[config.mk]
export PLATFORM = sky130hd
export DESIGN_NAME = cam_queue
export DESIGN_NICKNAME = d
export VERILOG_FILES = /design/src/sv/cam_pkg.sv /design/src/sv/cam_queue.sv
export SDC_FILE = /design/constraint.sdc
export NUM_CORES = 1
export LEC_CHECK = 0
export ABC_AREA = 0
export BUFFER_PORTS_ARGS = -buffer_cell sky130_fd_sc_hd__buf_2
export CAP_MARGIN = 0
export CELL_PAD_IN_SITES_DETAIL_PLACEMENT = 0
export CELL_PAD_IN_SITES_GLOBAL_PLACEMENT = 1
export CORE_ASPECT_RATIO = 0.75
export CORE_MARGIN = 8
export CORE_UTILIZATION = 26
export DETAILED_ROUTE_END_ITERATION = 10
export GPL_ROUTABILITY_DRIVEN = 0
export HOLD_SLACK_MARGIN = 0.06
export PLACE_DENSITY_LB_ADDON = 0.2
export SYNTH_ARGS = -nofsm -noshare
export SYNTH_HDL_FRONTEND = slang
export SYNTH_SLANG_ARGS = --single-unit
[constraint.sdc]
create_clock -name clk -period 14.67 [get_ports clk]
set_clock_uncertainty 0.1 [all_clocks]
set_input_delay 2.934 -clock clk [delete_from_list [all_inputs] [get_ports clk]]
set_output_delay 2.934 -clock clk [all_outputs]
set_load 0.01 [all_outputs]
[src/sv/cam_pkg.sv]
// shared types, codes and defaults for the colormap/alphamap pixel mapper
`timescale 1ns / 1ps
`default_nettype none
package cam_pkg;

  localparam int CM_DEPTH_DEF = 256;
  localparam int AM_DEPTH_DEF = 256;
  // index fields are sized for the largest supported table depth (4096)
  localparam int IDX_MAX_W = 12;
  localparam int Q_DEPTH = 4;
  localparam int Q_PTR_W = $clog2(Q_DEPTH);
  localparam int Q_CNT_W = $clog2(Q_DEPTH + 1);

  // item kinds (input mode codes)
  localparam logic [1:0] MODE_PIXEL     = 2'd0;
  localparam logic [1:0] MODE_LOAD_CMAP = 2'd1;
  localparam logic [1:0] MODE_LOAD_AMAP = 2'd2;
  // unused code, dropped without a result
  localparam logic [1:0] MODE_IGNORED   = 2'd3;

  // color modes
  localparam logic [2:0] CM_SCALED    = 3'd0;
  localparam logic [2:0] CM_DIR_ONE   = 3'd1;
  localparam logic [2:0] CM_DIR_ZERO  = 3'd2;
  localparam logic [2:0] CM_TRUE_UNIT = 3'd3;
  localparam logic [2:0] CM_TRUE_INT  = 3'd4;

  // alpha modes
  localparam logic [1:0] AM_NONE    = 2'd0;
  localparam logic [1:0] AM_DIR_ONE = 2'd1;
  localparam logic [1:0] AM_SCALED  = 2'd2;

  // register indexes
  localparam logic [2:0] REG_COLOR_MODE   = 3'd0;
  localparam logic [2:0] REG_COLOR_LIM_A  = 3'd1;
  localparam logic [2:0] REG_COLOR_LIM_B  = 3'd2;
  localparam logic [2:0] REG_CMAP_ENTRIES = 3'd3;
  localparam logic [2:0] REG_ALPHA_MODE   = 3'd4;
  localparam logic [2:0] REG_ALPHA_LIM_A  = 3'd5;
  localparam logic [2:0] REG_ALPHA_LIM_B  = 3'd6;
  localparam logic [2:0] REG_AMAP_ENTRIES = 3'd7;

  typedef struct packed {
    logic [1:0]         mode;
    logic [7:0]         table_index;
    logic [7:0]         entry_red;
    logic [7:0]         entry_green;
    logic [7:0]         entry_blue;
    logic [7:0]         entry_alpha;
    logic signed [31:0] pixel_value;
    logic signed [31:0] pixel_green;
    logic signed [31:0] pixel_blue;
    logic signed [31:0] pixel_alpha;
  } in_t;

  typedef struct packed {
    logic [31:0] argb_word;
    logic        map_fault;
  } out_t;

  // one table lookup: direct index, or the operands of the scaled division
  typedef struct packed {
    logic                 scaled;
    logic                 neg;
    logic                 top;
    logic [IDX_MAX_W-1:0] idx;
    logic [IDX_MAX_W-1:0] m;
    logic [31:0]          x;
    logic [31:0]          d;
  } lk_t;

  typedef struct packed {
    logic [1:0]           kind;
    logic [IDX_MAX_W-1:0] addr;
    logic [23:0]          wdata;
    logic                 fault;
    logic                 c_look;
    logic [23:0]          c_rgb;
    lk_t                  c_lk;
    logic                 a_look;
    logic [7:0]           a_val;
    lk_t                  a_lk;
  } item_t;

endpackage
`default_nettype wire

[src/sv/cam_queue.sv]
// short item queue between front and back
`timescale 1ns / 1ps
`default_nettype none
module cam_queue (
  input  logic           clk,
  input  logic           rst_n,
  input  logic           push_valid,
  output logic           push_ready,
  input  cam_pkg::item_t push_item,
  output logic           pop_valid,
  input  logic           pop_ready,
  output cam_pkg::item_t pop_item
);

  cam_pkg::item_t                  buf_r [0:cam_pkg::Q_DEPTH-1];
  logic [cam_pkg::Q_PTR_W-1:0]     wr_ptr_r, rd_ptr_r;
  logic [cam_pkg::Q_CNT_W-1:0]     cnt_r, cnt_nxt;
  logic                            do_push, do_pop;

  assign push_ready = cnt_r != cam_pkg::Q_CNT_W'(cam_pkg::Q_DEPTH);
  assign pop_valid  = cnt_r != '0;
  assign pop_item   = buf_r[rd_ptr_r];
  assign do_push    = push_valid && push_ready;
  assign do_pop     = pop_valid && pop_ready;

  always_comb begin
    cnt_nxt = cnt_r;
    if (do_push && !do_pop) cnt_nxt = cnt_r + 1'b1;
    else if (do_pop && !do_push) cnt_nxt = cnt_r - 1'b1;
  end

  always_ff @(posedge clk) begin
    if (!rst_n) begin
      wr_ptr_r <= '0;
      rd_ptr_r <= '0;
      cnt_r    <= '0;
    end else begin
      cnt_r <= cnt_nxt;
      if (do_push) wr_ptr_r <= wr_ptr_r + 1'b1;
      if (do_pop) rd_ptr_r <= rd_ptr_r + 1'b1;
    end
  end

  always_ff @(posedge clk) begin
    if (do_push) buf_r[wr_ptr_r] <= push_item;
  end

endmodule
`default_nettype wire

# Word-level counts from Yosys, hierarchy flattened
# Memory sizes are Yosys's and may differ from the RTL's. A register that Yosys moved wholly into a read port is not among the register bits.
# Cells that the tools add are included.
[totals]
ff_bits = 7
ram_bits = 1020
output_inout_bits = 257
word_cells = 23
n_memories = 1
[classes]
add_sub_neg = 4
eq_ne = 1
muxes = 6
reduce_logical = 8
[mem_list]
columns = ["name", "words", "word_bits", "read_ports", "rd_ports_with_merged_regs", "wr", "line_no", "rtl"]
rows = [
  ["buf_r", 4, 255, 1, 1, 1, "cam_queue.sv:15", "cam_pkg::item_t buf_r [0:cam_pkg::Q_DEPTH-1];"],
]
[ops]
columns = ["operator", "count"]
rows = [
  ["3-bit two-way mux", 2],
  ["2-bit by 1-bit adder with 2-bit output, second input constant", 2],
  ["1-bit logical AND", 4],
  ["2-bit two-way mux", 2],
  ["3-bit by 1-bit adder with 3-bit output, second input constant", 1],
  ["3-bit != test, second input constant", 1],
  ["3-bit nonzero test", 1],
  ["3-bit by 1-bit subtractor with 3-bit output, second input constant", 1],
  ["1-bit zero test", 2],
  ["1-bit two-way mux", 2],
  ["2-bit nonzero test", 1],
]

# Logic depth before layout (Yosys ltp)
# Gate-level depths: netlist of the first run.
[logic_depth]
ltp_word = 6
ltp_mapped = 8

# Worst setup path before layout of the first run
# Ideal clock, no wire load.
[synth_path]
kind = "input to register"
startpoint = "in push_valid"
endpoint = "mem buf_r[0][0] (netlist name) (enable)"
t_arrival_ps = 9043
path_slack_ps = 4878
stages = 2
n_path_buf = 0
path_cell_list = "a21boi_2 and2_1"
[synth_between]
elab_chain_len = 3
[synth_rtl]
columns = ["item", "line_no", "rtl"]
rows = [
  ["from (decl)", "cam_queue.sv:7", "input logic push_valid,"],
  ["1-bit logical AND", "cam_queue.sv:23", "assign do_push = push_valid && push_ready;"],
  ["1-bit two-way mux", "cam_queue.sv:45", "if (do_push) buf_r[wr_ptr_r] <= push_item;"],
  ["1-bit two-way mux (implied by the code)", "cam_queue.sv:45", ""],
  ["to (decl)", "cam_queue.sv:15", ""],
]
# No other way between the ends.

==> results of run 1 <==
==> worst max-delay path: cells and delay by family, from the launching register on <==
kind	cells	cell delay, ns
buffers and inverters	3	1.85
flip-flops	1	0.86
multiplexers	1	0.65
==> worst paths after layout <==
kind                                  start       endpoint  slack [ns]  cells past startpoint
worst max-delay path              flip-flop   pop_item[91]        7.43                      4
worst min-delay path            wr_ptr_r[0]    wr_ptr_r[0]        0.40                      2
worst max register to register     cnt_r[0]  buf_r[0][184]       10.93                      5
worst min register to register  wr_ptr_r[0]    wr_ptr_r[0]        0.40                      2
==> cell families after synthesis <==
group,Yosys count,share of synthesized area (%)
AO/OA/AOI/OAI,5,0.107
XOR/XNOR,4,0.0934
adder cells (fa/ha/maj),6,0.220
buffers and inverters,61,1.79
flip-flops,1029,82.2
multiplexers,258,15.4
AND/OR/NAND/NOR,17,0.244
==> registers in the layout, indices dropped and copies added (netlist names), named ones only <==
| register | count |
|---|---|
| buf_r | 1020 |
| cnt_r | 3 |
| rd_ptr_r | 2 |
| wr_ptr_r | 2 |
==> routing by layer <==
layer	share of wire (%)	wire, microns
met1	40	36100
met3	7.9	7120
met2	50	44900
met5	0.084	76
met4	2.0	1830
==> through the flow <==
stage          setup WS [ns]  total power [mW]  utilization, %  hold WS, ns  cell area (sq um)
4_1_cts                 7.03              8.44            31.9        0.407              45600
3_5_place_dp            7.86              5.64            29.4        0.398              42000
2_1_floorplan           4.88              5.00               -        0.368              37500
5_1_grt                 6.85              8.64            31.9        0.428              45600
6_report                7.43              8.23            31.9        0.404              45600
3_3_place_gp            7.92              5.63            29.4        0.380              42000
==> where the power goes <==
part / total (mW) / switching (mW) / internal (mW)
sequential: 3.67 / 0.0982 / 3.57
combinational: 1.81 / 1.00 / 0.808
clock: 2.75 / 1.12 / 1.64
total: 8.23 / 2.22 / 6.01
==> cell type report <==
type	count	area (sq um)	share of cell area, %
flip-flops and latches	1029	30800	67.6
multi-input cells	290	6030	13.2
clock buffers	128	2840	6.23
repair buffers	538	2780	6.08
well taps	1891	2370	5.19
clock inverters	69	717	1.57
diodes	22	55.1	0.121
inverters	3	11.3	0.0247
==> layout by cell type (no fill, tap or decap), types with 5 or more instances in the layout <==
master,n
clkinv_1,25
diode_2,22
buf_4,21
ha_1,5
clkinv_2,20
mux4_2,255
dfxtp_1,7
clkinvlp_4,5
nand2_1,5
buf_2,515
bufinv_16,15
clkbuf_16,111
edfxtp_1,1020
clkbuf_1,17
==> key figures, run 1 <==
Route
  – DR vias: 16.7k
  – Final WL: approximately 90000 microns
  – DRT Pass-1 Iters: 4
  – DR iter-0 viols: between 900 and 1k
  – Vias per inst: around 4.2
  – DRC viols: 0
  – Drt wl/cell: roughly 23 microns
  – ANT nets after route: 0

STA
  – Fin. max-slew vios: 0
  – Max_slew headroom: 14.6%
  – Setup Viol. Count Final: 0
  – Fmax: about 0.14 GHz
  – Setup TNS: 0 ns
  – Actual slew at the worst max-slew pin: 1.28 ns
  – Final hold vios: 0
  – Final period util: between 40% and 50%
  – Shortest period the worst path allows: approximately 7.2 ns
  – RSZ-0062 raised after global routing: no

Synthesis
  – Mapped Nets: roughly 1.6k
  – Avg Inst Size Synth: around 27 sq um
  – Netlist cell types: 23
  – Sequential cell area fraction in the yosys report: 82.2%
  – Yosys top cell by area: edfxtp_1
  – Main area contributors after synthesis: edfxtp_1 82%, mux4_2 15%, buf_12 1.2%
  – Mapped Cells: 1380
  – Ys Warns: 0
  – Post-Syn Area: ~38000 sq um
  – Synth Register Bits: 1029
  – Top-area cell type share of the netlist area: 81.7%
  – Async SR Flop Fraction: 0%
  – Post-synth EDFFs: 1020
  – Top-count cell post-synth: edfxtp_1
  – Top cells by count, synth: 1020 x edfxtp_1, 255 x mux4_2, 25 x buf_2
  – Main flop type after synthesis: edfxtp_1

Clocking
  – CTS Hold Bufs: 0
  – Clk Latency, worst-skew pair: ~0.71 ns
  – Clock sink total: about 1.0k
  – Clk slew on worst S/H paths: approximately 0.06 ns
  – Resize count post-CTS: 0
  – # Post-CTS Setup Buffers: 0
  – H-Tree Depth: 3
  – Max Root-Sink Buffers: 3
  – Clock Tree Root: clkbuf_16
  – Total CTS buffers: around 110
  – CTS tree: done

Final layout
  – Layout Nets: 2233
  – Non-filler cells in the finished layout: around 4.0k
  – Layout cell share with drive strength beyond 1: 46.4%
  – Syn-to-layout area delta: 21.6%
  – Fillers: 13.7k

Floorplan
  – # IOs: 516
  – Core Area: around 140000 sq um
  – Die Area: 157000 sq um
  – Row cnt: 120
  – Initial core utilization: a little over a quarter
  – Die Width: approximately 450 microns
  – Die H: ~340 microns

Pwr
  – PD cells: ~180 nW/um^2
  – VDD IR max: ~0.11 mV
  – Leak: 14.8 nW

Critical path
  – Crit. End Element: output pin
  – Worst-path cell chain: buf_4 > buf_4 > mux4_2 > buf_2
  – CP Class: reg -> out
  – CP dominant cell by count: buf_4
  – Slowest stage delay, CP: 0.87 ns
  – WP data required: roughly 12 ns
  – Maximum fanout along the worst path: 47
  – Slowest-stage cell, CP: buf_4
  – Worst EP arrival: roughly 4.2 ns
  – Crit start category: flip-flop

GRT
  – GR Util met2: a little under a fifth
  – GRT Overall Usage: approximately 11%
  – Largest net degree at the start of global routing: 135
  – Vias in the first global route: 18.0k
  – Grt met1 use: a little over an eighth
  – Antenna violations before repair: 36
  – Grt total ovfl: 0
  – GRT met3 Usage: about 4.4%
  – Busiest grt layer: met2
  – First-pass GRT wire length: around 130000 microns

Run
  – Max cap viols: 0

Worst hold path
  – Worst min-delay path category: reg -> reg

Placed design
  – IO buf count: ~520
  – Detailed Place HPWL: 55000 microns
  – Post-Place Cells: ~3.8k

Status
  – Status: complete, no violations
(Power assumes the default switching activity.)
==> run 2, diff against run 1 <==
clock period = 6.1 ns   (was 14.67 ns; I/O delays follow)
==> run 2 against run 1 <==
Net effect:
- design area shrank 0.15%
- non-clock buffer count grew 5
- global-route usage barely moved
- sequential cell count did not move
- critical endpoint is now pop_item[9]
- highest routed layer unchanged
- routed wire length rose by 0.45%
- register-to-register slack got worse by 7.7 ns
- worst setup slack got worse by 5.7 ns
- count of clock-buffer cells in the layout rose by 5
- critical path type unchanged
- combinational power rose by 150%
- total power grew 140%
==> key figures, run 2 (synthesized netlist as in run 1, its figures left out) <==
Critical path
  – Slowest-stage cell, CP: dfxtp_4
  – Worst-path cell chain: buf_12 > buf_12 > mux4_2 > buf_2
  – CP Class: reg -> out
  – Crit. End Element: output pin
  – CP dominant cell by count: buf_12
  – Worst EP arrival: between 3 and 4 ns
  – Maximum fanout along the worst path: 32
  – Crit start category: flip-flop
  – Slowest stage delay, CP: 0.84 ns
  – WP data required: 4.78 ns

Clocking
  – Clk slew on worst S/H paths: approximately 0.060 ns
  – Clock Tree Root: clkbuf_16
  – Total CTS buffers: around 110
  – H-Tree Depth: 3
  – CTS tree: done
  – # Post-CTS Setup Buffers: 0
  – Max Root-Sink Buffers: 3
  – Resize count post-CTS: 0
  – Clock sink total: 1029
  – Clk Latency, worst-skew pair: between 0.6 and 0.7 ns
  – CTS Hold Bufs: 0

GRT
  – First-pass GRT wire length: around 130000 microns
  – Grt total ovfl: 0
  – GRT Overall Usage: 11.2%
  – Antenna violations before repair: 39
  – Vias in the first global route: around 18k
  – Largest net degree at the start of global routing: 87

Route
  – Highest Signal Layer: met5
  – ANT nets after route: 0
  – Final WL: between 90000 and 100000 microns
  – Met2 Wirelength: roughly 45000 microns
  – DR vias: 16.8k
  – Met1 Wirelength: 36100 microns
  – Vias per inst: around 4.2
  – DR iter-0 viols: 909
  – DRT Pass-1 Iters: 6
  – Drt wl/cell: roughly 23 microns
  – DRC viols: 0
  – Met3 WL: about 7000 microns

Floorplan
  – Die H: approximately 340 microns
  – Die Area: 157000 sq um
  – Die Width: approximately 450 microns
  – # IOs: 516
  – Row cnt: 120
  – Initial core utilization: 26.2%
  – Core Area: approximately 140000 sq um

Final layout
  – Commonest non-fill, non-tap cells in the layout: 1020 x edfxtp_1, 515 x buf_2, 255 x mux4_2
  – Commonest non-fill, non-tap cell in the layout: edfxtp_1
  – Most flop-heavy register: buf_r
  – Regs by FF count: buf_r (1020), cnt_r (3)
  – Non-filler cells in the finished layout: around 4.0k
  – Layout Nets: between 2k and 2.5k
  – Layout cell share with drive strength beyond 1: about 46%
  – Largest register FFs: ~1.0k
  – Syn-to-layout area delta: 21.5%

STA
  – Shortest period the worst path allows: ~4.3 ns
  – RSZ-0062 raised after global routing: no
  – Final period util: ~70%
  – Max_slew headroom: between 30% and 40%
  – Fmax: 0.231 GHz
  – Actual slew at the worst max-slew pin: 0.971 ns
  – Final hold vios: 0
  – Setup TNS: 0 ns
  – Setup Viol. Count Final: 0
  – Fin. max-slew vios: 0

Pwr
  – Leak: 14.7 nW
  – PD cells: 425 nW/um^2
  – VDD IR max: approximately 0.24 mV

Placed design
  – Post-Place Cells: 3756
  – IO buf count: just over 500
  – Detailed Place HPWL: ~56000 microns

Worst hold path
  – Worst min-delay path category: reg -> reg

Run
  – Max cap viols: 0

Status
  – Status: complete, no violations
## run 2: final cells by class
| cell class | instances | area [sq um] |
|---|---|---|
| inverters | 3 | 11.3 |
| clock buffers | 133 | 2800 |
| diodes | 18 | 45.0 |
| clock inverters | 58 | 443 |
| repair buffers | 543 | 3040 |
| well taps | 1891 | 2370 |
| multi-input cells | 290 | 6030 |
| flip-flops and latches | 1029 | 30800 |
| fillers | 13600 | 97400 |
## run 2: worst paths after layout
| check | slack [ns] | start | to | depth (start not counted) |
|---|---|---|---|---|
| worst max-delay path | 1.77 | flip-flop | pop_item[9] | 4 |
| worst min-delay path | 0.43 | wr_ptr_r[1] | wr_ptr_r[1] | 2 |
| worst max register to register | 3.24 | cnt_r[0] | buf_r[1][42] | 4 |
| worst min register to register | 0.43 | wr_ptr_r[1] | wr_ptr_r[1] | 2 |
## run 2: power breakdown
group | total (mW) | internal (mW) | switching, mW
Clock | 6.11 | 3.48 | 2.63
Sequential | 8.80 | 8.58 | 0.222
Combinational | 4.47 | 2.02 | 2.45
## run 2: worst max-delay path: cells and delay by family (launching register included)
family                 cells  cell delay [ns]
muxes                      1             0.58
buffers and inverters      3             0.76
DFF                        1             0.84
## run 2: through the flow
stage               instance area (sq um)  hold WS (ns)  setup slack, ns  utilization (%)  power (mW)
floorplan                           37500         0.368            0.880                -        11.9
global placement                    42300         0.377             2.37             29.6        13.6
detailed placement                  42300         0.426             2.37             29.6        13.6
CTS                                 45500         0.434             1.55             31.8        19.9
global route                        45500         0.456             1.47             31.8        20.3
finish                              45500         0.435             1.77             31.9        19.4
## run 2: layer usage
layer | global-route usage, % | vias up
li1 | - | 7239
met1 | 13.4 | 8930
met2 | 18.9 | 420
met3 | 4.61 | 178
met4 | 3.00 | 28
met5 | 0 | -
