==> src/sv/cam_pkg.sv <==
// shared types, codes and defaults for the colormap/alphamap pixel mapper
`timescale 1ns / 1ps
`default_nettype none
package cam_pkg;

  localparam int CM_DEPTH_DEF = 256;
  localparam int AM_DEPTH_DEF = 256;
  // index fields are sized for the largest supported table depth (4096)
  localparam int IDX_MAX_W = 12;
  localparam int Q_DEPTH = 4;
  localparam int Q_PTR_W = $clog2(Q_DEPTH);
  localparam int Q_CNT_W = $clog2(Q_DEPTH + 1);

  // item kinds (input mode codes)
  localparam logic [1:0] MODE_PIXEL     = 2'd0;
  localparam logic [1:0] MODE_LOAD_CMAP = 2'd1;
  localparam logic [1:0] MODE_LOAD_AMAP = 2'd2;
  // unused code, dropped without a result
  localparam logic [1:0] MODE_IGNORED   = 2'd3;

  // color modes
  localparam logic [2:0] CM_SCALED    = 3'd0;
  localparam logic [2:0] CM_DIR_ONE   = 3'd1;
  localparam logic [2:0] CM_DIR_ZERO  = 3'd2;
  localparam logic [2:0] CM_TRUE_UNIT = 3'd3;
  localparam logic [2:0] CM_TRUE_INT  = 3'd4;

  // alpha modes
  localparam logic [1:0] AM_NONE    = 2'd0;
  localparam logic [1:0] AM_DIR_ONE = 2'd1;
  localparam logic [1:0] AM_SCALED  = 2'd2;

  // register indexes
  localparam logic [2:0] REG_COLOR_MODE   = 3'd0;
  localparam logic [2:0] REG_COLOR_LIM_A  = 3'd1;
  localparam logic [2:0] REG_COLOR_LIM_B  = 3'd2;
  localparam logic [2:0] REG_CMAP_ENTRIES = 3'd3;
  localparam logic [2:0] REG_ALPHA_MODE   = 3'd4;
  localparam logic [2:0] REG_ALPHA_LIM_A  = 3'd5;
  localparam logic [2:0] REG_ALPHA_LIM_B  = 3'd6;
  localparam logic [2:0] REG_AMAP_ENTRIES = 3'd7;

  typedef struct packed {
    logic [1:0]         mode;
    logic [7:0]         table_index;
    logic [7:0]         entry_red;
    logic [7:0]         entry_green;
    logic [7:0]         entry_blue;
    logic [7:0]         entry_alpha;
    logic signed [31:0] pixel_value;
    logic signed [31:0] pixel_green;
    logic signed [31:0] pixel_blue;
    logic signed [31:0] pixel_alpha;
  } in_t;

  typedef struct packed {
    logic [31:0] argb_word;
    logic        map_fault;
  } out_t;

  // one table lookup: direct index, or the operands of the scaled division
  typedef struct packed {
    logic                 scaled;
    logic                 neg;
    logic                 top;
    logic [IDX_MAX_W-1:0] idx;
    logic [IDX_MAX_W-1:0] m;
    logic [31:0]          x;
    logic [31:0]          d;
  } lk_t;

  typedef struct packed {
    logic [1:0]           kind;
    logic [IDX_MAX_W-1:0] addr;
    logic [23:0]          wdata;
    logic                 fault;
    logic                 c_look;
    logic [23:0]          c_rgb;
    lk_t                  c_lk;
    logic                 a_look;
    logic [7:0]           a_val;
    lk_t                  a_lk;
  } item_t;

endpackage
`default_nettype wire

==> src/sv/cam_front.sv <==
// front end: configuration registers, item accept and classification
`timescale 1ns / 1ps
`default_nettype none
module cam_front #(
  parameter int CM_DEPTH = cam_pkg::CM_DEPTH_DEF,
  parameter int AM_DEPTH = cam_pkg::AM_DEPTH_DEF
) (
  input  logic           clk,
  input  logic           rst_n,
  input  logic           in_valid,
  output logic           in_ready,
  input  cam_pkg::in_t   in_data,
  input  logic           cfg_valid,
  output logic           cfg_ready,
  input  logic [2:0]     cfg_index,
  input  logic [31:0]    cfg_data,
  output logic           q_valid,
  input  logic           q_ready,
  output cam_pkg::item_t q_item
);

  localparam int CLW = $clog2(CM_DEPTH + 1);
  localparam int ALW = $clog2(AM_DEPTH + 1);
  localparam int IW  = cam_pkg::IDX_MAX_W;

  logic [2:0]         color_mode_r;
  logic signed [31:0] c_lim_a_r, c_lim_b_r;
  logic [8:0]         c_ent_r;
  logic [1:0]         alpha_mode_r;
  logic signed [31:0] a_lim_a_r, a_lim_b_r;
  logic [8:0]         a_ent_r;

  logic               f_valid_r, f_valid_nxt;
  cam_pkg::item_t     f_item_r, item;
  logic               keep;
  logic [CLW-1:0]     clen;
  logic [ALW-1:0]     alen;
  logic [IW-1:0]      c_lm1, a_lm1;
  logic [16:0]        ac;
  logic [24:0]        ap;

  assign cfg_ready = 1'b1;

  always_ff @(posedge clk) begin
    if (!rst_n) begin
      color_mode_r <= cam_pkg::CM_SCALED;
      c_lim_a_r    <= 32'sd0;
      c_lim_b_r    <= 32'sd65536;
      c_ent_r      <= 9'd0;
      alpha_mode_r <= cam_pkg::AM_NONE;
      a_lim_a_r    <= 32'sd0;
      a_lim_b_r    <= 32'sd65536;
      a_ent_r      <= 9'd0;
    end else if (cfg_valid) begin
      case (cfg_index)
        cam_pkg::REG_COLOR_MODE:   color_mode_r <= cfg_data[2:0];
        cam_pkg::REG_COLOR_LIM_A:  c_lim_a_r    <= cfg_data;
        cam_pkg::REG_COLOR_LIM_B:  c_lim_b_r    <= cfg_data;
        cam_pkg::REG_CMAP_ENTRIES: c_ent_r      <= cfg_data[8:0];
        cam_pkg::REG_ALPHA_MODE:   alpha_mode_r <= cfg_data[1:0];
        cam_pkg::REG_ALPHA_LIM_A:  a_lim_a_r    <= cfg_data;
        cam_pkg::REG_ALPHA_LIM_B:  a_lim_b_r    <= cfg_data;
        cam_pkg::REG_AMAP_ENTRIES: a_ent_r      <= cfg_data[8:0];
        default: ;
      endcase
    end
  end

  // Q16.16 to integer, toward zero
  function automatic logic signed [16:0] trunc_q(input logic signed [31:0] v);
    logic signed [32:0] vx;
    vx = 33'(v) + ((v < 0) ? 33'sh0FFFF : 33'sd0);
    return 17'(vx >>> 16);
  endfunction

  function automatic logic [7:0] unit_ch(input logic signed [31:0] v);
    logic signed [40:0] p;
    p = (41'(v) <<< 8) - 41'(v);
    p = p + ((p < 0) ? 41'sh0FFFF : 41'sd0);
    return p[23:16];
  endfunction

  function automatic logic [7:0] int_ch(input logic signed [31:0] v);
    logic signed [16:0] t;
    t = trunc_q(v);
    return t[7:0];
  endfunction

  function automatic logic [IW-1:0] dir_idx(input logic signed [16:0] t, input logic one,
                                             input logic [IW-1:0] lm1);
    logic signed [17:0] s;
    s = 18'(t) - (one ? 18'sd1 : 18'sd0);
    if (s < 0) return '0;
    else if (s > $signed(18'(lm1))) return lm1;
    else return s[IW-1:0];
  endfunction

  function automatic cam_pkg::lk_t mk_lk(input logic scaled, input logic one,
                                         input logic signed [31:0] v,
                                         input logic signed [31:0] la,
                                         input logic signed [31:0] lb,
                                         input logic [IW-1:0] lm1);
    cam_pkg::lk_t       r;
    logic signed [31:0] lo, hi;
    logic signed [32:0] diff, dd;
    lo       = (la < lb) ? la : lb;
    hi       = (la < lb) ? lb : la;
    diff     = 33'(v) - 33'(lo);
    dd       = 33'(hi) - 33'(lo);
    r.scaled = scaled;
    r.neg    = diff < 0;
    r.top    = v >= hi;
    r.idx    = dir_idx(trunc_q(v), one, lm1);
    r.m      = lm1;
    r.x      = diff[31:0];
    r.d      = dd[31:0];
    return r;
  endfunction

  always_comb begin
    clen  = (32'(c_ent_r) > CM_DEPTH) ? CLW'(CM_DEPTH) : CLW'(c_ent_r);
    alen  = (32'(a_ent_r) > AM_DEPTH) ? ALW'(AM_DEPTH) : ALW'(a_ent_r);
    c_lm1 = IW'(clen - CLW'(1));
    a_lm1 = IW'(alen - ALW'(1));

    // alpha without a table: clamp to [0,1] and scale by 255
    if (in_data.pixel_alpha < 0) ac = 17'd0;
    else if (in_data.pixel_alpha > 32'sd65536) ac = 17'h10000;
    else ac = in_data.pixel_alpha[16:0];
    ap = (25'(ac) << 8) - 25'(ac);

    item = '0;
    keep = 1'b0;
    case (in_data.mode)
      cam_pkg::MODE_PIXEL: begin
        keep      = 1'b1;
        item.kind = cam_pkg::MODE_PIXEL;
        if (color_mode_r == cam_pkg::CM_TRUE_UNIT) begin
          item.c_rgb = {unit_ch(in_data.pixel_value), unit_ch(in_data.pixel_green),
                        unit_ch(in_data.pixel_blue)};
        end else if (color_mode_r == cam_pkg::CM_TRUE_INT) begin
          item.c_rgb = {int_ch(in_data.pixel_value), int_ch(in_data.pixel_green),
                        int_ch(in_data.pixel_blue)};
        end else if (c_lim_a_r == c_lim_b_r || clen == '0) begin
          item.fault = 1'b1;
        end else begin
          item.c_look = 1'b1;
          item.c_lk   = mk_lk(!(color_mode_r inside {cam_pkg::CM_DIR_ONE, cam_pkg::CM_DIR_ZERO}),
                              color_mode_r == cam_pkg::CM_DIR_ONE, in_data.pixel_value,
                              c_lim_a_r, c_lim_b_r, c_lm1);
        end
        if (alpha_mode_r == cam_pkg::AM_NONE) begin
          item.a_val = ap[23:16];
        end else if (alen == '0 ||
                     (alpha_mode_r != cam_pkg::AM_DIR_ONE && a_lim_a_r == a_lim_b_r)) begin
          item.fault = 1'b1;
        end else begin
          item.a_look = 1'b1;
          item.a_lk   = mk_lk(alpha_mode_r != cam_pkg::AM_DIR_ONE, 1'b1, in_data.pixel_alpha,
                              a_lim_a_r, a_lim_b_r, a_lm1);
        end
      end
      cam_pkg::MODE_LOAD_CMAP: begin
        keep       = 32'(in_data.table_index) < CM_DEPTH;
        item.kind  = cam_pkg::MODE_LOAD_CMAP;
        item.addr  = IW'(in_data.table_index);
        item.wdata = {in_data.entry_red, in_data.entry_green, in_data.entry_blue};
      end
      cam_pkg::MODE_LOAD_AMAP: begin
        keep       = 32'(in_data.table_index) < AM_DEPTH;
        item.kind  = cam_pkg::MODE_LOAD_AMAP;
        item.addr  = IW'(in_data.table_index);
        item.wdata = {16'd0, in_data.entry_alpha};
      end
      default: keep = 1'b0;
    endcase
  end

  assign in_ready = !f_valid_r || q_ready;

  always_comb begin
    f_valid_nxt = f_valid_r;
    if (f_valid_r && q_ready) f_valid_nxt = 1'b0;
    if (in_valid && in_ready) f_valid_nxt = keep;
  end

  always_ff @(posedge clk) begin
    if (!rst_n) begin
      f_valid_r <= 1'b0;
    end else begin
      f_valid_r <= f_valid_nxt;
    end
  end

  always_ff @(posedge clk) begin
    if (in_valid && in_ready) f_item_r <= item;
  end

  assign q_valid = f_valid_r;
  assign q_item  = f_item_r;

endmodule
`default_nettype wire

==> config.mk <==
export PLATFORM = sky130hd
export DESIGN_NAME = cam_front
export DESIGN_NICKNAME = d
export VERILOG_FILES = /design/src/sv/cam_pkg.sv /design/src/sv/cam_front.sv
export SDC_FILE = /design/constraint.sdc
export NUM_CORES = 1
export LEC_CHECK = 0
export BUFFER_PORTS_ARGS = -buffer_cell sky130_fd_sc_hd__buf_2
export CORE_AREA = 2 2 257 284
export CTS_CLUSTER_DIAMETER = 150
export DETAILED_ROUTE_END_ITERATION = 8
export DIE_AREA = 0 0 259 286
export PLACE_DENSITY = 0.75
export REMOVE_ABC_BUFFERS = 1
export SYNTH_ARGS = -nofsm -noshare
export SYNTH_HDL_FRONTEND = slang
export SYNTH_SLANG_ARGS = --single-unit
==> constraint.sdc <==
create_clock -name clk -period 11.25 [get_ports clk]
set_input_delay 2.25 -clock clk [delete_from_list [all_inputs] [get_ports clk]]
set_output_delay 2.25 -clock clk [all_outputs]
set_load 0.02 [all_outputs]
==> After elaboration in Yosys (flattened, before gate mapping) <==
Index checks and enable logic that the tools add are counted.
{ "totals": {"register_bits": 407, "input_bits": 210, "output_inout_bits": 258} }
{ "classes": {"add_sub_neg": 19, "magnitude_cmp": 20, "n_eq_ne": 16, "n_mux": 32, "n_bitwise": 1, "n_reduce_logical": 31} }
{ "op_table": {"columns": ["op", "n"], "rows": [
  ["$lt A32 B1 Y1 const B", 4],
  ["$mux W32", 4],
  ["$lt A41 B1 Y1 const B", 3],
  ["$sub A40 B32 Y41", 3],
  ["$add A24 B17 Y24", 5],
  ["$mux W16", 7],
  ["$add A32 B17 Y33", 2],
  ["$lt A33 B1 Y1 const B", 2],
  ["$sub A32 B32 Y33", 2],
  ["$eq A32 B32 Y1", 2],
  ["$ge A32 B32 Y1", 2],
  ["$lt A32 B32 Y1", 2],
  ["$pmux W32 S2", 1],
  ["$sub A32 B32 Y32", 2],
  ["$mux W24", 2],
  ["$gt A18 B13 Y1", 2],
  ["$lt A18 B1 Y1 const B", 2],
  ["$mux W17", 2],
  ["$gt A32 B18 Y1 const B", 1],
  ["$mux W12", 2],
  ["$sub A24 B17 Y24", 1],
  ["$sub A9 B1 Y10 const B", 2],
  ["$gt A9 B9 Y1 const B", 2],
  ["$logic_not A9 Y1", 2],
  ["other kinds (24)", 60]
]} }

==> Longest topological paths before layout <==
{ "depth": {"depth_word": 9, "depth_mapped": 31, "ltp_nobuf": 26} }

==> Least setup slack after synthesis <==
Ideal clock, no wire load.
{ "synth_path": {"path_kind": "input-to-reg", "startpoint": "input q_ready", "endpoint": "register f_item_r (netlist bit q_item[0]) (enable)", "setup_time_ns": 0.638, "t_arrival_ns": 8.155, "t_required_ns": 10.612, "slack_ns": 2.457, "path_stages": 2, "cell_sequence": "nand2b_1 and2_1"} }
{ "synth_between": {"elab_chain_cells": 2} }
{ "synth_lines": {"columns": ["element", "line", "rtl"], "rows": [
  ["start: declaration", "cam_front.sv:18", "input logic q_ready,"],
  ["$logic_or A1 B1 Y1", "cam_front.sv:179", "assign in_ready = !f_valid_r || q_ready;"],
  ["$logic_and A1 B1 Y1", "cam_front.sv:196", "if (in_valid && in_ready) f_item_r <= item;"],
  ["end signal: assignment", "cam_front.sv:196", null],
  ["end: declaration", "cam_front.sv:34", "cam_pkg::item_t f_item_r, item;"]
]} }
No other way between the ends.
A chain may end at the register's enable or synchronous reset.

==> Worst setup path in the final report <==
{ "layout_path": {"startpoint": "input in_data[31] in the netlist's numbering", "endpoint": "register f_item_r (netlist bit q_item[85]) (data pin)"} }
{ "layout_between": {"elab_chain_cells": 6, "word_cells_on_any_way": 8} }
{ "layout_lines": {"columns": ["element", "line", "rtl"], "rows": [
  ["start: declaration", "cam_front.sv:12", "input cam_pkg::in_t in_data,"],
  ["$lt A32 B1 Y1", "cam_front.sv:72", "vx = 33'(v) + ((v < 0) ? 33'sh0FFFF : 33'sd0);"],
  ["$mux W16", "cam_front.sv:72", null],
  ["$add A32 B17 Y33 *", "cam_front.sv:72", null],
  ["$sub A17 B2 Y18 *", "cam_front.sv:92", "s = 18'(t) - (one ? 18'sd1 : 18'sd0);"],
  ["$lt A18 B1 Y1 / $gt A18 B13 Y1 (equally long branches)", "cam_front.sv:93, cam_front.sv:94", null],
  ["$reduce_or A4 Y1 (no line) / $mux W12 (equally long branches)", null, null]
]} }
Every way passes the cells marked *; elsewhere a longest branch is shown, timed or not.

==> run_summary.xml <==
<?xml version="1.0" encoding="UTF-8"?>
<metrics>
  <group name="setup_path">
    <metric name="timing.critical_path.fanout_max" unit="">23</metric>
    <metric name="cp.required" unit="ns">11.59</metric>
    <metric name="path_class" unit="">in2reg</metric>
    <metric name="end_kind" unit="">flop</metric>
    <metric name="crit_arrival" unit="ns">8.32</metric>
    <metric name="critPathLaunchType" unit="">input port</metric>
    <metric name="r2r_end" unit="">q_item[161]</metric>
    <metric name="crit-reg2reg-launch" unit="">c_lim_b_r[17]</metric>
    <metric name="r2r_setup_slack" unit="ns">3.97</metric>
    <metric name="worst-r2r-cell-count" unit="">22</metric>
  </group>
  <group name="timing">
    <metric name="slew_headroom" unit="%">20.92</metric>
    <metric name="setup_total_negative_slack" unit="ns">0</metric>
    <metric name="timing.final.crit_share" unit="%">70.91</metric>
    <metric name="maxClockFrequency" unit="GHz">0.1254</metric>
    <metric name="finClkSkew" unit="ns">0.01941</metric>
    <metric name="min_period" unit="ns">7.978</metric>
    <metric name="finalMaxSlewViolations" unit="">0</metric>
    <metric name="hold_violations" unit="">0</metric>
    <metric name="worst_slew_pin_slew" unit="ns">1.183</metric>
    <metric name="worst_slack" unit="ns">3.272</metric>
    <metric name="final-setup-viol-count" unit="">0</metric>
    <metric name="rsz0062_at_grt" unit="">false</metric>
  </group>
  <group name="hold_path">
    <metric name="timing.hold.worst_endpoint" unit="">c_lim_b_r[10]</metric>
    <metric name="min-delay-path-class" unit="">reg2reg</metric>
    <metric name="timing.hold.worst_path_depth" unit="">2</metric>
    <metric name="worstHoldStart" unit="">c_lim_b_r[10]</metric>
  </group>
  <group name="detailed_routing">
    <metric name="met3_length" unit="mm">8.055</metric>
    <metric name="post-route-drc-count" unit="">0</metric>
    <metric name="top_layer_used" unit="">met5</metric>
    <metric name="wl_cell" unit="microns">20.10</metric>
    <metric name="ant_nets" unit="">0</metric>
    <metric name="number_of_drc_markers_after_the_initial_detailed_route_iteration" unit="">2538</metric>
    <metric name="wl_met2" unit="mm">52.13</metric>
    <metric name="vias" unit="">33040</metric>
    <metric name="drt-total-wl" unit="mm">111.5</metric>
    <metric name="m1WireLength" unit="mm">46.78</metric>
    <metric name="first_pass_iters" unit="">5</metric>
    <metric name="post_drt_via_cell_ratio" unit="">5.953</metric>
  </group>
  <group name="outcome">
    <metric name="outcome" unit="">finished, final reports clean</metric>
  </group>
  <group name="power_and_ir_drop">
    <metric name="power.ir.vdd_worst" unit="mV">0.09119</metric>
    <metric name="share_of_total_power_in_sequential_cells" unit="%">35.2</metric>
    <metric name="share_clk_of_total_power" unit="%">31.9</metric>
    <metric name="power.share.combinational" unit="%">32.9</metric>
    <metric name="total_switching_power" unit="mW">1.627</metric>
    <metric name="power.switching_fraction" unit="%">34.69</metric>
    <metric name="p_int" unit="mW">3.062</metric>
    <metric name="pwr_density_cell" unit="nW/um^2">117.6</metric>
    <metric name="cellLeakagePower" unit="nW">17.20</metric>
  </group>
  <group name="cts">
    <metric name="postCtsSetupRepairBufs" unit="">0</metric>
    <metric name="cts.repair.resized" unit="">0</metric>
    <metric name="cts_hold_repair.buffers" unit="">0</metric>
    <metric name="cts.sink_count" unit="">399</metric>
    <metric name="clock_insertion_delay_worst_skew" unit="ns">0.59</metric>
    <metric name="cts.path.max_buffers" unit="">3</metric>
    <metric name="clk_pin_slew_worst_paths" unit="ns">0.06</metric>
    <metric name="cts.htree.levels" unit="">2</metric>
    <metric name="clock-root-buffer" unit="">sky130_fd_sc_hd__clkbuf_16</metric>
    <metric name="cts_inserted_buffers" unit="">44</metric>
    <metric name="cts_tree" unit="">yes</metric>
  </group>
  <group name="finish">
    <metric name="layout.nets" unit="">5221</metric>
    <metric name="final-instance-count-excl-fill" unit="">5550</metric>
    <metric name="final_layout_size_suffix_gt1_share" unit="%">13.54</metric>
    <metric name="finalInstanceArea" unit="sq um">39860</metric>
    <metric name="areaGrowthSynthToFinish" unit="%">12.68</metric>
    <metric name="final_core_density" unit="%">55.93</metric>
    <metric name="nFillCells" unit="">6582</metric>
  </group>
  <group name="floorplan">
    <metric name="die_area" unit="sq um">74070</metric>
    <metric name="floorplan.core_area" unit="sq um">71270</metric>
    <metric name="pin_count" unit="">468</metric>
    <metric name="initial_utilization" unit="%">49.64</metric>
    <metric name="rows" unit="">103</metric>
    <metric name="die-height" unit="microns">286</metric>
    <metric name="die_width" unit="microns">259</metric>
  </group>
  <group name="run">
    <metric name="max-cap-violations" unit="">0</metric>
  </group>
  <group name="synthesis">
    <metric name="yosysWarningCount" unit="">0</metric>
    <metric name="yosys-top-cells-count" unit="">sky130_fd_sc_hd__nand2_1, sky130_fd_sc_hd__ha_1, sky130_fd_sc_hd__nor2_1</metric>
    <metric name="mean_instance_size_in_the_synthesized_netlist" unit="sq um">8.427</metric>
    <metric name="synthTopCellsByArea" unit="">sky130_fd_sc_hd__edfxtp_1, sky130_fd_sc_hd__ha_1, sky130_fd_sc_hd__dfxtp_1</metric>
    <metric name="yosysTopAreaCell" unit="">sky130_fd_sc_hd__edfxtp_1</metric>
    <metric name="post_synthesis_register_bit_count" unit="">399</metric>
    <metric name="synth_flop_cell" unit="">sky130_fd_sc_hd__edfxtp_1</metric>
    <metric name="synthesis.area" unit="sq um">35380</metric>
    <metric name="syn-instance-count" unit="">4198</metric>
    <metric name="number_of_synthesized_flops_with_an_enable_pin" unit="">247</metric>
    <metric name="portion_of_the_post_synthesis_area_used_by_sequential_elements" unit="%">29.57</metric>
    <metric name="most_repeated_cell_in_the_gate_level_netlist_after_synthesis" unit="">sky130_fd_sc_hd__nand2_1</metric>
    <metric name="yosys.cell_types.count" unit="">97</metric>
    <metric name="postSynth.asyncResetShare" unit="%">0</metric>
    <metric name="synth.top_cell.area_share" unit="%">20.97</metric>
  </group>
  <group name="global_route">
    <metric name="globalRouteTotalUtil" unit="%">28.81</metric>
    <metric name="pin_count_of_the_biggest_net_entering_global_routing" unit="">123</metric>
    <metric name="grt_pass1_wl" unit="mm">169.9</metric>
    <metric name="grt-ovfl-total" unit="">0</metric>
    <metric name="antenna_found_initial" unit="">22</metric>
    <metric name="grt_pass1_vias" unit="">30960</metric>
  </group>
  <group name="placement">
    <metric name="gp_congestion" unit="">0.9796</metric>
    <metric name="dp_hpwl" unit="mm">86.94</metric>
    <metric name="dpl-instance-area" unit="sq um">38400</metric>
    <metric name="port_buffers" unit="">462</metric>
    <metric name="dp.cells" unit="">5466</metric>
    <metric name="detailedPlace.worstSlack" unit="ns">2.901</metric>
  </group>
</metrics>
==> state kept, by name, indices dropped and copies added (netlist names), 3 cells and up <==
signal,flops
c_ent_r,9
q_item,247
a_lim_b_r,32
c_lim_b_r,32
color_mode_r,3
c_lim_a_r,32
a_ent_r,9
a_lim_a_r,32
==> cells in the final DEF (no fill, tap or decap), types with 152 or more instances in the layout <==
cell and count:
sky130_fd_sc_hd__inv_1 230, sky130_fd_sc_hd__o21ai_0 168, sky130_fd_sc_hd__a21oi_1 283, sky130_fd_sc_hd__dfxtp_1 152, sky130_fd_sc_hd__ha_1 442, sky130_fd_sc_hd__buf_2 461
sky130_fd_sc_hd__nor2_1 339, sky130_fd_sc_hd__a21boi_0 178, sky130_fd_sc_hd__nand2_1 514, sky130_fd_sc_hd__edfxtp_1 247
==> metrics by stage <==
step | total power, mW | hold slack [ns]
3_5_place_dp | 3.197 | 0.4618
5_1_grt | 4.919 | 0.4942
2_1_floorplan | 2.754 | 0.4434
3_3_place_gp | 3.180 | 0.4534
6_report | 4.689 | 0.4696
4_1_cts | 4.690 | 0.4737
==> layer usage <==
| layer | GRT usage, % | vias up |
|---|---|---|
| li1 | - | 16030 |
| met3 | 5.113 | 229 |
| met4 | 10.72 | 32 |
| met5 | 0 | - |
| met1 | 36.72 | 15550 |
| met2 | 48.54 | 1200 |
==> critical path, cell delays in order <==
cell                        delay, ns
sky130_fd_sc_hd__buf_2           0.42
sky130_fd_sc_hd__ha_1            0.35
sky130_fd_sc_hd__a2111oi_2       0.63
sky130_fd_sc_hd__inv_1           0.12
sky130_fd_sc_hd__o31ai_2         0.55
sky130_fd_sc_hd__xnor2_1         0.25
sky130_fd_sc_hd__ha_1            0.34
sky130_fd_sc_hd__o221ai_1        0.38
sky130_fd_sc_hd__o41ai_1         0.48
sky130_fd_sc_hd__xnor2_1         0.15
sky130_fd_sc_hd__ha_1            0.32
sky130_fd_sc_hd__nand4_1         0.08
sky130_fd_sc_hd__o32ai_1         0.24
sky130_fd_sc_hd__a21o_1          0.13
sky130_fd_sc_hd__o2111ai_1       0.12
sky130_fd_sc_hd__a211oi_2        0.88
sky130_fd_sc_hd__nand2b_1        0.33
sky130_fd_sc_hd__or3_1           0.20
sky130_fd_sc_hd__nand2_1         0.07
==> cells by family (layout without fill, tap and decap cells) <==
| kind of cell | after synthesis | count (layout) | synth area share (%) |
|---|---|---|---|
| AOI/OAI and AO/OA | 1166 | 1166 | 22.33 |
| xor gates and xnor gates | 219 | 219 | 5.461 |
| adders and majority gates | 444 | 444 | 15.75 |
| buffers and inverters | 393 | 794 | 4.417 |
| DFF | 399 | 399 | 29.57 |
| muxes | 88 | 88 | 2.511 |
| other | 2 | 8 | 0.02123 |
| and+or+nand+nor | 1487 | 1487 | 19.94 |
==> power by group through the flow <==
stage	Clock, mW	Sequential [mW]	Combinational [mW]
after floorplan	0	1.75	1.00
after global placement	0	1.68	1.50
after detailed placement	0	1.68	1.51
after CTS	1.51	1.65	1.52
after global routing	1.57	1.66	1.70
final	1.49	1.65	1.54
==> how the worst max path moves through the flow <==
stage                            from          to  slack, ns  depth (start not counted)
after floorplan               q_ready   q_item[0]       2.46                          2
after global placement    in_data[31]  q_item[87]       3.05                         26
after detailed placement  in_data[31]  q_item[85]       2.90                         19
after CTS                 in_data[31]  q_item[85]       3.52                         21
after global routing      in_data[31]  q_item[87]       2.81                         26
final                     in_data[31]  q_item[85]       3.27                         19
==> area by class of cell <==
type	count	area, sq um	share of cell area, %
Antenna cell	3	7.507	0.01883
Clock buffer	56	1219	3.057
Clock inverter	25	235.2	0.5901
Inverter	230	863.3	2.166
Multi-Input combinational cell	3409	23420	58.76
Sequential cell	399	10460	26.24
Tap cell	945	1182	2.966
Timing Repair Buffer	483	2472	6.202
No activity file was read; power rests on OpenSTA's default activity.
